[config.mk]
export PLATFORM = sky130hd
export DESIGN_NAME = cascaded_interrupt_controller
export DESIGN_NICKNAME = d
export VERILOG_FILES = /design/src/hw/rtl/cic_pkg.sv /design/src/hw/rtl/cic_core.sv /design/src/hw/rtl/cascaded_interrupt_controller.sv
export VERILOG_INCLUDE_DIRS = /design/src /design/src/hw/rtl
export SDC_FILE = /design/constraint.sdc
export NUM_CORES = 1
export LEC_CHECK = 0
export BUFFER_PORTS_ARGS = -buffer_cell sky130_fd_sc_hd__buf_2
export CAP_MARGIN = 10
export CORE_MARGIN = 5
export CORE_UTILIZATION = 41
export CTS_CLUSTER_SIZE = 14
export DETAILED_ROUTE_END_ITERATION = 8
export SYNTH_ARGS = -nofsm -noshare
export SYNTH_HDL_FRONTEND = slang
export SYNTH_SLANG_ARGS = --single-unit
[constraint.sdc]
create_clock -name clk -period 3.7 [get_ports clk]
set_input_delay 0.185 -clock clk [delete_from_list [all_inputs] [get_ports clk]]
set_output_delay 0.185 -clock clk [all_outputs]
set_load 0.05 [all_outputs]
[src/hw/rtl/cascaded_interrupt_controller_defines.svh]
// assertion macros for the interrupt controller
`ifndef CASCADED_INTERRUPT_CONTROLLER_DEFINES_SVH
`define CASCADED_INTERRUPT_CONTROLLER_DEFINES_SVH

// same-cycle implication, disabled while in reset
`define CIC_ASSERT_SAME(label, clk, rst_n, ante, cons) \
  label: assert property (@(posedge clk) disable iff (!rst_n) (ante) |-> (cons)) \
    else $error("cic assertion failed");

// next-cycle implication, disabled while in reset
`define CIC_ASSERT_NEXT(label, clk, rst_n, ante, cons) \
  label: assert property (@(posedge clk) disable iff (!rst_n) (ante) |=> (cons)) \
    else $error("cic assertion failed");

`endif

[src/hw/rtl/cic_pkg.sv]
package cic_pkg;

  localparam int LINES  = 8;
  localparam int LINE_W = $clog2(LINES);
  localparam int DATA_W = 8;

  typedef enum logic [1:0] {
    OP_READ  = 2'd0,
    OP_WRITE = 2'd1,
    OP_LINE  = 2'd2,
    OP_ACK   = 2'd3
  } op_t;

  localparam logic PORT_CMD    = 1'b0;
  localparam logic PORT_DATA   = 1'b1;
  localparam logic CHIP_MASTER = 1'b0;
  localparam logic CHIP_SLAVE  = 1'b1;

  localparam logic CFG_MASTER_LEVEL = 1'b0;
  localparam logic CFG_SLAVE_LEVEL  = 1'b1;

  localparam int DEFAULT_CASCADE_LINE = 2;

  localparam logic [DATA_W-1:0] MASTER_BASE_RST = 8'h08;
  localparam logic [DATA_W-1:0] SLAVE_BASE_RST  = 8'h70;
  localparam logic [LINE_W-1:0] SPURIOUS_LINE   = LINE_W'(LINES - 1);

  // command word bit positions
  localparam int ICW1_IC4_BIT  = 0;
  localparam int ICW1_SNGL_BIT = 1;
  localparam int ICW4_AEOI_BIT = 1;
  localparam int OCW3_SEL_BIT  = 3;
  localparam int ICW1_SEL_BIT  = 4;
  localparam int OCW2_EOI_BIT  = 5;
  localparam int OCW2_SL_BIT   = 6;

  localparam logic [DATA_W-1:0] OCW3_SEL_MASK = 8'hE7;
  localparam logic [DATA_W-1:0] OCW3_RD_IRR   = 8'h02;
  localparam logic [DATA_W-1:0] OCW3_RD_ISR   = 8'h03;

  localparam logic [2:0] STEP_ICW2 = 3'd1;
  localparam logic [2:0] STEP_ICW3 = 3'd2;
  localparam logic [2:0] STEP_ICW4 = 3'd3;
  localparam logic [2:0] STEP_DONE = 3'd4;
  localparam logic [2:0] STEP_IDLE = 3'd0;

  typedef logic [LINES-1:0] lines_t;

  typedef struct packed {
    logic              wr_cmd;
    logic              wr_data;
    logic [DATA_W-1:0] data;
    logic              line_chg;
    logic [LINE_W-1:0] line_idx;
    logic              line_lvl;
    logic              ack;
    logic              casc_en;
    logic              casc_lvl;
  } cic_ctrl_t;

  typedef struct packed {
    lines_t            irr;
    lines_t            isr;
    lines_t            imr;
    logic              show_isr;
    logic [DATA_W-1:0] base;
    logic              has_req_pre;
    logic [LINE_W-1:0] ack_line;
    logic              has_req_post;
  } cic_stat_t;

  typedef struct packed {
    lines_t levels;
    lines_t irr;
  } line_state_t;

  function automatic logic [LINE_W-1:0] lowest_idx(input lines_t v);
    logic [LINE_W-1:0] idx;
    idx = '0;
    for (int i = LINES - 1; i >= 0; i--) begin
      if (v[i]) idx = LINE_W'(i);
    end
    return idx;
  endfunction

  // pending request beats everything in service below its priority
  function automatic logic has_request(input lines_t irr, input lines_t isr, input lines_t imr);
    lines_t pend;
    lines_t isr_low;
    pend    = irr & ~imr & ~isr;
    isr_low = isr & (~isr + lines_t'(1));
    return |(pend & (isr_low - lines_t'(1)));
  endfunction

  function automatic line_state_t set_line(input line_state_t s, input logic [LINE_W-1:0] idx,
                                           input logic active, input lines_t lvl_mask);
    line_state_t r;
    r = s;
    if (s.levels[idx] != active) begin
      r.levels[idx] = active;
      if (active) r.irr[idx] = 1'b1;
      else if (lvl_mask[idx]) r.irr[idx] = 1'b0;
    end
    return r;
  endfunction

endpackage

[src/hw/rtl/cic_core.sv]
module cic_core import cic_pkg::*; #(
  parameter logic [DATA_W-1:0] RESET_BASE = MASTER_BASE_RST,
  parameter int                CASC_IDX   = DEFAULT_CASCADE_LINE
) (
  input  logic      clk,
  input  logic      rst_n,
  input  cic_ctrl_t ctrl,
  input  lines_t    lvl_mask,
  output cic_stat_t stat
);

  localparam logic [LINE_W-1:0] CASC = LINE_W'(CASC_IDX);

  lines_t            irr_r, irr_nxt;
  lines_t            isr_r, isr_nxt;
  lines_t            imr_r, imr_nxt;
  lines_t            lev_r, lev_nxt;
  logic [DATA_W-1:0] base_r, base_nxt;
  logic [DATA_W-1:0] icw2_r, icw2_nxt;
  logic [1:0]        icw1_r, icw1_nxt;
  logic              aeoi_r, aeoi_nxt;
  logic [2:0]        step_r, step_nxt;
  logic              show_r, show_nxt;

  lines_t            pend;
  logic              has_pre;
  logic [LINE_W-1:0] take_idx;
  logic [LINE_W-1:0] eoi_idx;
  logic [2:0]        step_inc;
  line_state_t       ls;

  assign pend     = irr_r & ~imr_r & ~isr_r;
  assign has_pre  = has_request(irr_r, isr_r, imr_r);
  assign take_idx = lowest_idx(pend);

  always_comb begin
    irr_nxt  = irr_r;
    isr_nxt  = isr_r;
    imr_nxt  = imr_r;
    lev_nxt  = lev_r;
    base_nxt = base_r;
    icw2_nxt = icw2_r;
    icw1_nxt = icw1_r;
    aeoi_nxt = aeoi_r;
    step_nxt = step_r;
    show_nxt = show_r;
    eoi_idx  = '0;
    step_inc = step_r + 3'd1;
    ls       = '0;

    if (ctrl.wr_cmd) begin
      if (ctrl.data[ICW1_SEL_BIT]) begin
        icw1_nxt = ctrl.data[1:0];
        if (!ctrl.data[ICW1_IC4_BIT]) aeoi_nxt = 1'b0;
        step_nxt = STEP_ICW2;
        imr_nxt  = '0;
        isr_nxt  = '0;
        irr_nxt  = '0;
        show_nxt = 1'b0;
      end else if (!ctrl.data[OCW3_SEL_BIT]) begin
        if (ctrl.data[OCW2_EOI_BIT]) begin
          eoi_idx = ctrl.data[OCW2_SL_BIT] ? ctrl.data[LINE_W-1:0] : lowest_idx(isr_r);
          isr_nxt[eoi_idx] = 1'b0;
        end
      end else begin
        if ((ctrl.data & OCW3_SEL_MASK) == OCW3_RD_IRR) show_nxt = 1'b0;
        else if ((ctrl.data & OCW3_SEL_MASK) == OCW3_RD_ISR) show_nxt = 1'b1;
      end
    end else if (ctrl.wr_data) begin
      if (step_r >= STEP_DONE || step_r == STEP_IDLE) begin
        imr_nxt = ctrl.data;
      end else begin
        if (step_r == STEP_ICW2) icw2_nxt = ctrl.data;
        if (step_r == STEP_ICW4) aeoi_nxt = ctrl.data[ICW4_AEOI_BIT];
        if (icw1_r[ICW1_SNGL_BIT] && step_inc == STEP_ICW3) step_inc = STEP_ICW4;
        if ((!icw1_r[ICW1_IC4_BIT] && step_inc == STEP_ICW4) || step_inc >= STEP_DONE) begin
          step_inc = STEP_DONE;
          base_nxt = icw2_nxt;
        end
        step_nxt = step_inc;
      end
    end else if (ctrl.line_chg) begin
      ls = set_line('{levels: lev_r, irr: irr_r}, ctrl.line_idx, ctrl.line_lvl, lvl_mask);
      lev_nxt = ls.levels;
      irr_nxt = ls.irr;
    end else if (ctrl.ack && has_pre) begin
      if (!aeoi_r) isr_nxt[take_idx] = 1'b1;
      if (!lvl_mask[take_idx]) irr_nxt[take_idx] = 1'b0;
    end

    // cascade input follows the slave output after the operation
    if (ctrl.casc_en) begin
      ls = set_line('{levels: lev_nxt, irr: irr_nxt}, CASC, ctrl.casc_lvl, lvl_mask);
      lev_nxt = ls.levels;
      irr_nxt = ls.irr;
    end
  end

  always_ff @(posedge clk) begin
    if (!rst_n) begin
      irr_r  <= '0;
      isr_r  <= '0;
      imr_r  <= '0;
      lev_r  <= '0;
      base_r <= RESET_BASE;
      icw2_r <= '0;
      icw1_r <= '0;
      aeoi_r <= 1'b0;
      step_r <= STEP_DONE;
      show_r <= 1'b0;
    end else begin
      irr_r  <= irr_nxt;
      isr_r  <= isr_nxt;
      imr_r  <= imr_nxt;
      lev_r  <= lev_nxt;
      base_r <= base_nxt;
      icw2_r <= icw2_nxt;
      icw1_r <= icw1_nxt;
      aeoi_r <= aeoi_nxt;
      step_r <= step_nxt;
      show_r <= show_nxt;
    end
  end

  assign stat.irr          = irr_r;
  assign stat.isr          = isr_r;
  assign stat.imr          = imr_r;
  assign stat.show_isr     = show_r;
  assign stat.base         = base_r;
  assign stat.has_req_pre  = has_pre;
  assign stat.ack_line     = take_idx;
  assign stat.has_req_post = has_request(irr_nxt, isr_nxt, imr_nxt);

endmodule

[src/hw/rtl/cascaded_interrupt_controller.sv]
// Cascaded master/slave pair of 8-line interrupt controllers, slave wired to master line
// CASCADE_LINE. One transfer in gives one transfer out: a bus read, a command or data write,
// a line change or an acknowledge, answered with read data, vector and the CPU interrupt
// level after the operation. An item is held in an input register, passes once through both
// controllers' next-state logic, and its result lands in an output register; one item is
// taken every cycle while the output side keeps up. Fixed priority, line 0 highest; level/edge
// selection per line comes from the two configuration registers, which should be written while
// no transfer is pending.
`include "cascaded_interrupt_controller_defines.svh"

module cascaded_interrupt_controller import cic_pkg::*; #(
  parameter int CASCADE_LINE = DEFAULT_CASCADE_LINE
) (
  input  logic        clk,
  input  logic        rst_n,
  input  logic        cfg_we,
  input  logic        cfg_index,
  input  logic [7:0]  cfg_wdata,
  input  logic        in_valid,
  output logic        in_ready,
  input  logic [1:0]  in_operation,
  input  logic        in_chip_select,
  input  logic        in_port_select,
  input  logic [7:0]  in_write_data,
  input  logic [3:0]  in_irq_line,
  input  logic        in_line_level,
  output logic        out_valid,
  input  logic        out_ready,
  output logic [7:0]  out_read_data,
  output logic [7:0]  out_vector,
  output logic        out_cpu_interrupt
);

  localparam logic [LINE_W-1:0] CASC = LINE_W'(CASCADE_LINE);

  lines_t            m_lvl_r, s_lvl_r;
  logic              s1_valid_r;
  op_t               s1_op_r;
  logic              s1_cs_r;
  logic              s1_port_r;
  logic [DATA_W-1:0] s1_wd_r;
  logic [3:0]        s1_line_r;
  logic              s1_lvl_r;

  logic              out_valid_r;
  logic [DATA_W-1:0] out_rd_r, out_rd_nxt;
  logic [DATA_W-1:0] out_vec_r, out_vec_nxt;
  logic              out_irq_r;

  logic      adv;
  cic_ctrl_t m_ctrl, s_ctrl;
  cic_stat_t m_stat, s_stat;
  cic_stat_t rd_stat;
  logic      slave_ack;

  assign adv      = s1_valid_r && (!out_valid_r || out_ready);
  assign in_ready = !s1_valid_r || adv;

  always_ff @(posedge clk) begin
    if (!rst_n) begin
      m_lvl_r <= '0;
      s_lvl_r <= '0;
    end else if (cfg_we) begin
      if (cfg_index == CFG_MASTER_LEVEL) m_lvl_r <= cfg_wdata;
      if (cfg_index == CFG_SLAVE_LEVEL) s_lvl_r <= cfg_wdata;
    end
  end

  always_ff @(posedge clk) begin
    if (!rst_n) begin
      s1_valid_r <= 1'b0;
    end else if (in_ready) begin
      s1_valid_r <= in_valid;
    end
  end

  always_ff @(posedge clk) begin
    if (in_valid && in_ready) begin
      s1_op_r   <= op_t'(in_operation);
      s1_cs_r   <= in_chip_select;
      s1_port_r <= in_port_select;
      s1_wd_r   <= in_write_data;
      s1_line_r <= in_irq_line;
      s1_lvl_r  <= in_line_level;
    end
  end

  assign slave_ack = adv && s1_op_r == OP_ACK && m_stat.has_req_pre && m_stat.ack_line == CASC;

  always_comb begin
    m_ctrl          = '0;
    m_ctrl.wr_cmd   = adv && s1_op_r == OP_WRITE && s1_port_r == PORT_CMD
                      && s1_cs_r == CHIP_MASTER;
    m_ctrl.wr_data  = adv && s1_op_r == OP_WRITE && s1_port_r == PORT_DATA
                      && s1_cs_r == CHIP_MASTER;
    m_ctrl.data     = s1_wd_r;
    m_ctrl.line_chg = adv && s1_op_r == OP_LINE && s1_line_r[3] == CHIP_MASTER;
    m_ctrl.line_idx = s1_line_r[LINE_W-1:0];
    m_ctrl.line_lvl = s1_lvl_r;
    m_ctrl.ack      = adv && s1_op_r == OP_ACK;
    m_ctrl.casc_en  = adv;
    m_ctrl.casc_lvl = s_stat.has_req_post;

    s_ctrl          = '0;
    s_ctrl.wr_cmd   = adv && s1_op_r == OP_WRITE && s1_port_r == PORT_CMD
                      && s1_cs_r == CHIP_SLAVE;
    s_ctrl.wr_data  = adv && s1_op_r == OP_WRITE && s1_port_r == PORT_DATA
                      && s1_cs_r == CHIP_SLAVE;
    s_ctrl.data     = s1_wd_r;
    s_ctrl.line_chg = adv && s1_op_r == OP_LINE && s1_line_r[3] == CHIP_SLAVE;
    s_ctrl.line_idx = s1_line_r[LINE_W-1:0];
    s_ctrl.line_lvl = s1_lvl_r;
    s_ctrl.ack      = slave_ack;
    s_ctrl.casc_en  = 1'b0;
    s_ctrl.casc_lvl = 1'b0;
  end

  cic_core #(
    .RESET_BASE (MASTER_BASE_RST),
    .CASC_IDX   (CASCADE_LINE)
  ) u_master (
    .clk      (clk),
    .rst_n    (rst_n),
    .ctrl     (m_ctrl),
    .lvl_mask (m_lvl_r),
    .stat     (m_stat)
  );

  cic_core #(
    .RESET_BASE (SLAVE_BASE_RST),
    .CASC_IDX   (CASCADE_LINE)
  ) u_slave (
    .clk      (clk),
    .rst_n    (rst_n),
    .ctrl     (s_ctrl),
    .lvl_mask (s_lvl_r),
    .stat     (s_stat)
  );

  assign rd_stat = (s1_cs_r == CHIP_SLAVE) ? s_stat : m_stat;

  always_comb begin
    out_rd_nxt  = '0;
    out_vec_nxt = '0;
    case (s1_op_r)
      OP_READ: begin
        if (s1_port_r == PORT_DATA) out_rd_nxt = rd_stat.imr;
        else out_rd_nxt = rd_stat.show_isr ? rd_stat.isr : rd_stat.irr;
      end
      OP_ACK: begin
        if (!m_stat.has_req_pre) begin
          out_vec_nxt = m_stat.base + DATA_W'(SPURIOUS_LINE);
        end else if (m_stat.ack_line != CASC) begin
          out_vec_nxt = m_stat.base + DATA_W'(m_stat.ack_line);
        end else if (!s_stat.has_req_pre) begin
          out_vec_nxt = s_stat.base + DATA_W'(SPURIOUS_LINE);
        end else begin
          out_vec_nxt = s_stat.base + DATA_W'(s_stat.ack_line);
        end
      end
      default: begin
        out_rd_nxt  = '0;
        out_vec_nxt = '0;
      end
    endcase
  end

  always_ff @(posedge clk) begin
    if (!rst_n) begin
      out_valid_r <= 1'b0;
    end else if (adv) begin
      out_valid_r <= 1'b1;
    end else if (out_ready) begin
      out_valid_r <= 1'b0;
    end
  end

  always_ff @(posedge clk) begin
    if (adv) begin
      out_rd_r  <= out_rd_nxt;
      out_vec_r <= out_vec_nxt;
      out_irq_r <= m_stat.has_req_post;
    end
  end

  assign out_valid         = out_valid_r;
  assign out_read_data     = out_rd_r;
  assign out_vector        = out_vec_r;
  assign out_cpu_interrupt = out_irq_r;

  // an empty output register never blocks the input side
  `CIC_ASSERT_SAME(a_ready_when_empty, clk, rst_n, !out_valid_r, in_ready)
  // vector only on acknowledge
  `CIC_ASSERT_NEXT(a_vec_only_ack, clk, rst_n, adv && s1_op_r != OP_ACK, out_vector == '0)
  // read data only on bus read
  `CIC_ASSERT_NEXT(a_rd_only_read, clk, rst_n, adv && s1_op_r != OP_READ, out_read_data == '0)
  // slave acknowledged only through the cascade line
  `CIC_ASSERT_SAME(a_slave_ack_casc, clk, rst_n, slave_ack, m_stat.ack_line == CASC && adv)

endmodule
# Word-level counts from Yosys, hierarchy flattened
# Index checks and enable logic that the tools add are counted.
# Widths: inputs -> output; s select.
# totals
latch_bits,0
ff_bits,162
memories,0
in_bits,31
mem_bits_ro,0
mem_bits_rw,0
# op_classes
n_shift,0
order_cmp,14
div_mod_pow,0
n_mul,0
reduce_logical,64
n_addsub,14
eq_ne,24
bitwise,48
mux,158
# op_table
cell,n
$mux 8,51
$mux 3,61
$and 8x8->8,22
$not 8->8,13
$mux 38,1
$add 8x1->8 const B,4
$or 8x8->8,4
$reduce_or 8->1,4
$sub 8x1->8 const B,4
$mux 1,31
$logic_and 1x1->1,25
$eq 3x2->1 const B,7
$lt 3x4->1 const B,5
$bmux 1 s3,6
$reduce_and 3->1,6
$add 8x3->8,2
$add 8x3->8 const B,2
$bwmux 8,2
$mux 16,1
$demux 1 s3,5
$ge 3x1->1 const B,5
$eq 6x2->1 const B,2
$ge 3x3->1 const B,4
$ne 2x2->1 const B,6
other kinds (16),49

# Longest topological paths before layout
# logic_depth
ltp_word,39
mapped_depth,14
ltp_nobuf,14

# By module
# A second synthesis with hierarchy kept.
# hier_totals
hier_cells,1287
area_unflattened_um2,10545.1
# modules_own_cells
mod,cells_per_inst,instances,area_per_inst_um2
cic_core (u_slave),505,1,3824.9
cic_core (u_master),489,1,3792.4
cascaded_interrupt_controller,293,1,2927.8

# Worst setup path before layout
# OpenSTA, ideal clock, no wires.
# synth_timing
kind,register -> register
from,"reg out_valid_r, in the netlist out_valid"
to,"reg out_irq_r, in the netlist out_cpu_interrupt (data pin)"
stages_incl_launch_ff,13
setup_ns,0.256
arrival_ns,3.045
path_slack_ns,0.399
required_ns,3.444
path_cell_list,dfxtp_1 nor2b_1 clkbuf_1 or3_1 nor3_1 a21bo_2 buf_6 nor4_2 o22ai_1 o2bb2ai_1 a32o_1 or3_1 a41o_1
# synth_rtl
element,line_no,source
start: declaration,cascaded_interrupt_controller.sv:45,logic out_valid_r;
start signal: assignment,cascaded_interrupt_controller.sv:170,out_valid_r <= 1'b0;
start signal: assignment,cascaded_interrupt_controller.sv:172,out_valid_r <= 1'b1;
start signal: assignment,cascaded_interrupt_controller.sv:174,out_valid_r <= 1'b0;
end signal: assignment,cascaded_interrupt_controller.sv:182,out_irq_r <= m_stat.has_req_post;
end: declaration,cascaded_interrupt_controller.sv:48,logic out_irq_r;

==> results.txt <==
The layout overhead on the synthesized area came out at 18.3%. Prior to clock tree synthesis, the placed netlist has a worst setup slack of -0.0160 ns. The first global-routing pass estimated 53.3 mm of wire. The number of vias after detailed routing came out at 9627. After synthesis, the largest family of logic cells by area is simple AND/OR/NAND/NOR gates. The largest incremental delay on the critical path came out at 0.46 ns. The count of cell types in the netlist is 83. For this design the ratio of total power to cell area is 360 nW/um2. The critical path is of the reg2reg type. The largest driver fanout on the critical path came out at 6.

The placed wire-length estimate came out at 26.4 mm. The post-route netlist has 14.5% of its cells at a drive strength greater than 1. The clock sink count is 162. The total non-filler cell area in the finished layout is between 10000 and 15000 um2.

On the critical path the largest part of the delay comes from compound AO/OA/AOI/OAI gates. The initial standard-cell utilization of the core is between 40% and 50%. The global routing usage on met2 is a little under 40%. In this run, synthesis inferred 34 flip-flops with an integrated enable.

During I/O placement, the number of pins put on the boundary was 50. The shortest period the worst path allows is 3.55 ns. The synthesized netlist devotes 21.6% of its cell area to compound gates. The average routed wire per standard cell is 21.7 um. The worst-case hold slack came out at 0.0102 ns. TritonCTS built the clock tree.

The number of antenna-violating nets in the routed design came out at 0. The signal on the critical path passes through nor2b_1, nor3_1, buf_4, or3_1, a211oi_1, buf_4, nand2_1, o21ai_0, nor4_1, a211oi_1, o211ai_1, a41o_1. The peak supply drop is 0.269 mV.

The first-pass iteration count of the detailed router came out at 6. The ratio of final minimum period to clock period came out at a little over nine tenths. The post-synthesis adder-cell area fraction came out at 2.48%. The number of buffer cells added on primary ports is 49. The mean number of vias per cell came out at 5.99. The sum of routed wire length over all layers is 34.9 mm. In the synthesized netlist the async set-or-reset flop fraction comes to 0%. The netlist area before placement came out at 9680 um2. The number of max-slew violations in the final report came out at 0. After global routing, the most crowded layer is met2. The die height is about 160 um. The worst setup path is captured at a register. Global routing consumed, on the met3 layer, 5.12% of the routing resources. The min-delay analysis places its worst path in the category in2reg. The number of global-route vias before repair is 8849. The total power of the final layout came out at 0.00412 W.

The tree is rooted in a sky130_fd_sc_hd__clkbuf_16. The final hold violation count came to 0. For this run, the leading register cell type out of synthesis is sky130_fd_sc_hd__dfxtp_1.

The warning count from the yosys run is 0. The number of inserted diodes came out at 0. The pin count of the biggest net entering global routing is between 50 and 60. The clock tree synthesis step divided the H-tree into 4 levels. The sum of buffers and inverters on the critical path is 2. The placer congestion estimate is 0.983. In this run the deepest clock path goes through 2 buffers.

In this run the tightest slew margin relative to its limit is 32.9%. STA classifies the critical path startpoint as a register. At the later pin of the worst-skew pair, clock insertion delay measures 0.43 ns. The worst-path cell with the longest stage delay is sky130_fd_sc_hd__a211oi_1. The clock edge transition at the registers on the reported setup and hold paths came out at approximately 0.070 ns.

The reported leakage power came out at roughly 4.2 nW. The floorplan step defined a die boundary enclosing between 20000 and 30000 um2. The CTS buffer count is 17. The number of cell rows came out at 56.

The number of maximum-capacitance violations came out at 0. The met1 layer usage reported by global route is 37.8%. The basic-gate share of the synthesized area counting and, or, nand and nor cells came out at between 20% and 30%. The mean cell area of the mapped netlist came out at 8.17 um2. The violation count after the first detailed-routing iteration came out at a little over 1000. The slew at the pin with the worst max-slew slack came out at 1.01 ns. The die span in x is approximately 160 um. Setup repair after global routing left no endpoint under its margin. The count of final setup violators is 0. The clock skew after layout came out at 0.0130 ns. The flop and latch count out of synthesis came out at 162. Adding up every negative setup slack in the final design gives 0 ns. Sequential cells were found to cover ~37% of the synthesized design area. The number of buffers inserted to repair setup after CTS is 0.

The sum of overflow across all layers after global routing came out at 0. The filler cells instantiated in the layout total 2305. The xor and xnor area share after synthesis is 1.81%.

The global router's overall resource usage came out at 26.1%. The multiplexer area fraction after synthesis is 7.09%. The number of instances in the synthesized netlist came out at 1185. The arrival time of the worst setup path is 3.73 ns. The initial antenna violation count is 0. The number of nets at the end of the flow came out at 1323. The peak clock frequency supported by timing is about 280 MHz. Counting every net in the synthesized netlist gives 1234. The least setup slack across all paths after layout is approximately 0.15 ns. The run finished with clean final reports. The residual DRC count came out at 0.

The placeable core region came out at 23300 um2. For the worst setup path, the data required time is 3.88 ns. The placed instances occupy a cell area of 10600 um2.
==> layout make-up <==
type | count | area, um2 | share of cell area (%)
Clock buffer | 19 | 475 | 4.15
Clock inverter | 13 | 150 | 1.31
Inverter | 30 | 114 | 0.994
Multi-Input combinational cell | 922 | 5740 | 50.2
Sequential cell | 162 | 3580 | 31.3
Tap cell | 319 | 399 | 3.49
Timing Repair Buffer | 141 | 986 | 8.61
==> cells in the final DEF (no fill, tap or decap), types with 34 or more instances in the layout <==
cell / count
sky130_fd_sc_hd__nor2_1: 153
sky130_fd_sc_hd__dfxtp_1: 128
sky130_fd_sc_hd__nand2_1: 117
sky130_fd_sc_hd__a21oi_1: 88
sky130_fd_sc_hd__buf_4: 72
sky130_fd_sc_hd__mux2i_1: 63
sky130_fd_sc_hd__o21ai_0: 55
sky130_fd_sc_hd__buf_2: 49
sky130_fd_sc_hd__a211oi_1: 45
sky130_fd_sc_hd__nand3_1: 38
sky130_fd_sc_hd__edfxtp_1: 34
==> worst reg2reg max path: cells and delay by family, from the launching register on <==
| family | cells | cell delay [ns] |
|---|---|---|
| buffers and inverters | 2 | 0.39 |
| AO/OA/AOI/OAI | 5 | 1.41 |
| AND/OR/NAND/NOR | 5 | 1.17 |
| flip-flops | 1 | 0.35 |
==> synth_stat cells (5+ instances only) <==
master                       n  area, um2
sky130_fd_sc_hd__mux2i_1    63        631
sky130_fd_sc_hd__and3_1     18        113
sky130_fd_sc_hd__nor4_1     12       75.1
sky130_fd_sc_hd__or3b_1      9       78.8
sky130_fd_sc_hd__o21ai_0    55        275
sky130_fd_sc_hd__xnor2_1    10       87.6
sky130_fd_sc_hd__nand3_1    38        190
sky130_fd_sc_hd__edfxtp_1   34       1020
sky130_fd_sc_hd__o22ai_1     9       56.3
sky130_fd_sc_hd__o21a_1      5       37.5
sky130_fd_sc_hd__nor2b_1    27        169
sky130_fd_sc_hd__mux2_2      5       56.3
sky130_fd_sc_hd__o211ai_1   15        113
sky130_fd_sc_hd__nor3b_1    16        120
sky130_fd_sc_hd__ha_1       16        200
sky130_fd_sc_hd__and2_1     26        163
sky130_fd_sc_hd__xor2_1     10       87.6
sky130_fd_sc_hd__nand2b_1   14       87.6
sky130_fd_sc_hd__a211oi_1   45        338
sky130_fd_sc_hd__or3_1       9       56.3
sky130_fd_sc_hd__clkbuf_1   57        214
sky130_fd_sc_hd__a21oi_1    88        440
sky130_fd_sc_hd__a21o_1      6       45.0
sky130_fd_sc_hd__nor2_1    153        574
sky130_fd_sc_hd__o311a_1     5       50.1
sky130_fd_sc_hd__dfxtp_1   128       2560
sky130_fd_sc_hd__inv_1      27        101
sky130_fd_sc_hd__a221oi_1    5       43.8
sky130_fd_sc_hd__nor3_1     14       70.1
sky130_fd_sc_hd__buf_1       9       33.8
sky130_fd_sc_hd__nand4_1    18        113
sky130_fd_sc_hd__nand2_1   117        439
sky130_fd_sc_hd__a31oi_1    16        100
==> through the flow <==
| step | utilization, % | cells |
|---|---|---|
| after global placement | 45.3 | 1554 |
| after global routing | 49.1 | 1606 |
| after CTS | 48.9 | 1605 |
| final | 49.1 | 1606 |
| after floorplan | - | 1185 |
| after detailed placement | 45.3 | 1554 |
==> path summary, 6_finish.rpt <==
path | startpoint | to | slack, ns | cells past startpoint
hold reg to reg | u_slave.icw1_r[0] | u_slave.icw1_r[0] | 0.47 | 2
setup reg to reg | out_valid | out_cpu_interrupt | 0.15 | 12
hold / removal | cfg_wdata[0] | m_lvl_r[0] | 0.01 | 3
setup / recovery | out_valid | out_cpu_interrupt | 0.15 | 12
==> where the power goes <==
part / internal (W) / total, W / switching (W)
logic: 0.000122 / 0.000362 / 0.000241
clock network: 0.000987 / 0.00187 / 0.000881
registers: 0.00184 / 0.00189 / 0.0000517
total: 0.00295 / 0.00412 / 0.00117
==> cell families (layout without fill, tap and decap cells) <==
kind of cell | after synthesis | count (layout)
buf+inv | 101 | 203
flops | 162 | 162
simple gates | 501 | 501
fa+ha+maj | 18 | 18
mux | 68 | 68
xor+xnor | 20 | 20
compound gates | 315 | 315
==> repair_timing <==
action	in CTS	in global routing
hold buffers	19	1
gates resized for setup	1	7
endpoints found under the hold margin	20	1
endpoints found under the setup margin	1	2
==> layer usage <==
metal | up-vias | wire length [um]
li1 | 4526 | -
met1 | 4603 | 15800
met2 | 424 | 15100
met3 | 74 | 2850
met4 | 0 | 1200
met5 | - | 0
(Power assumes the default switching activity.)
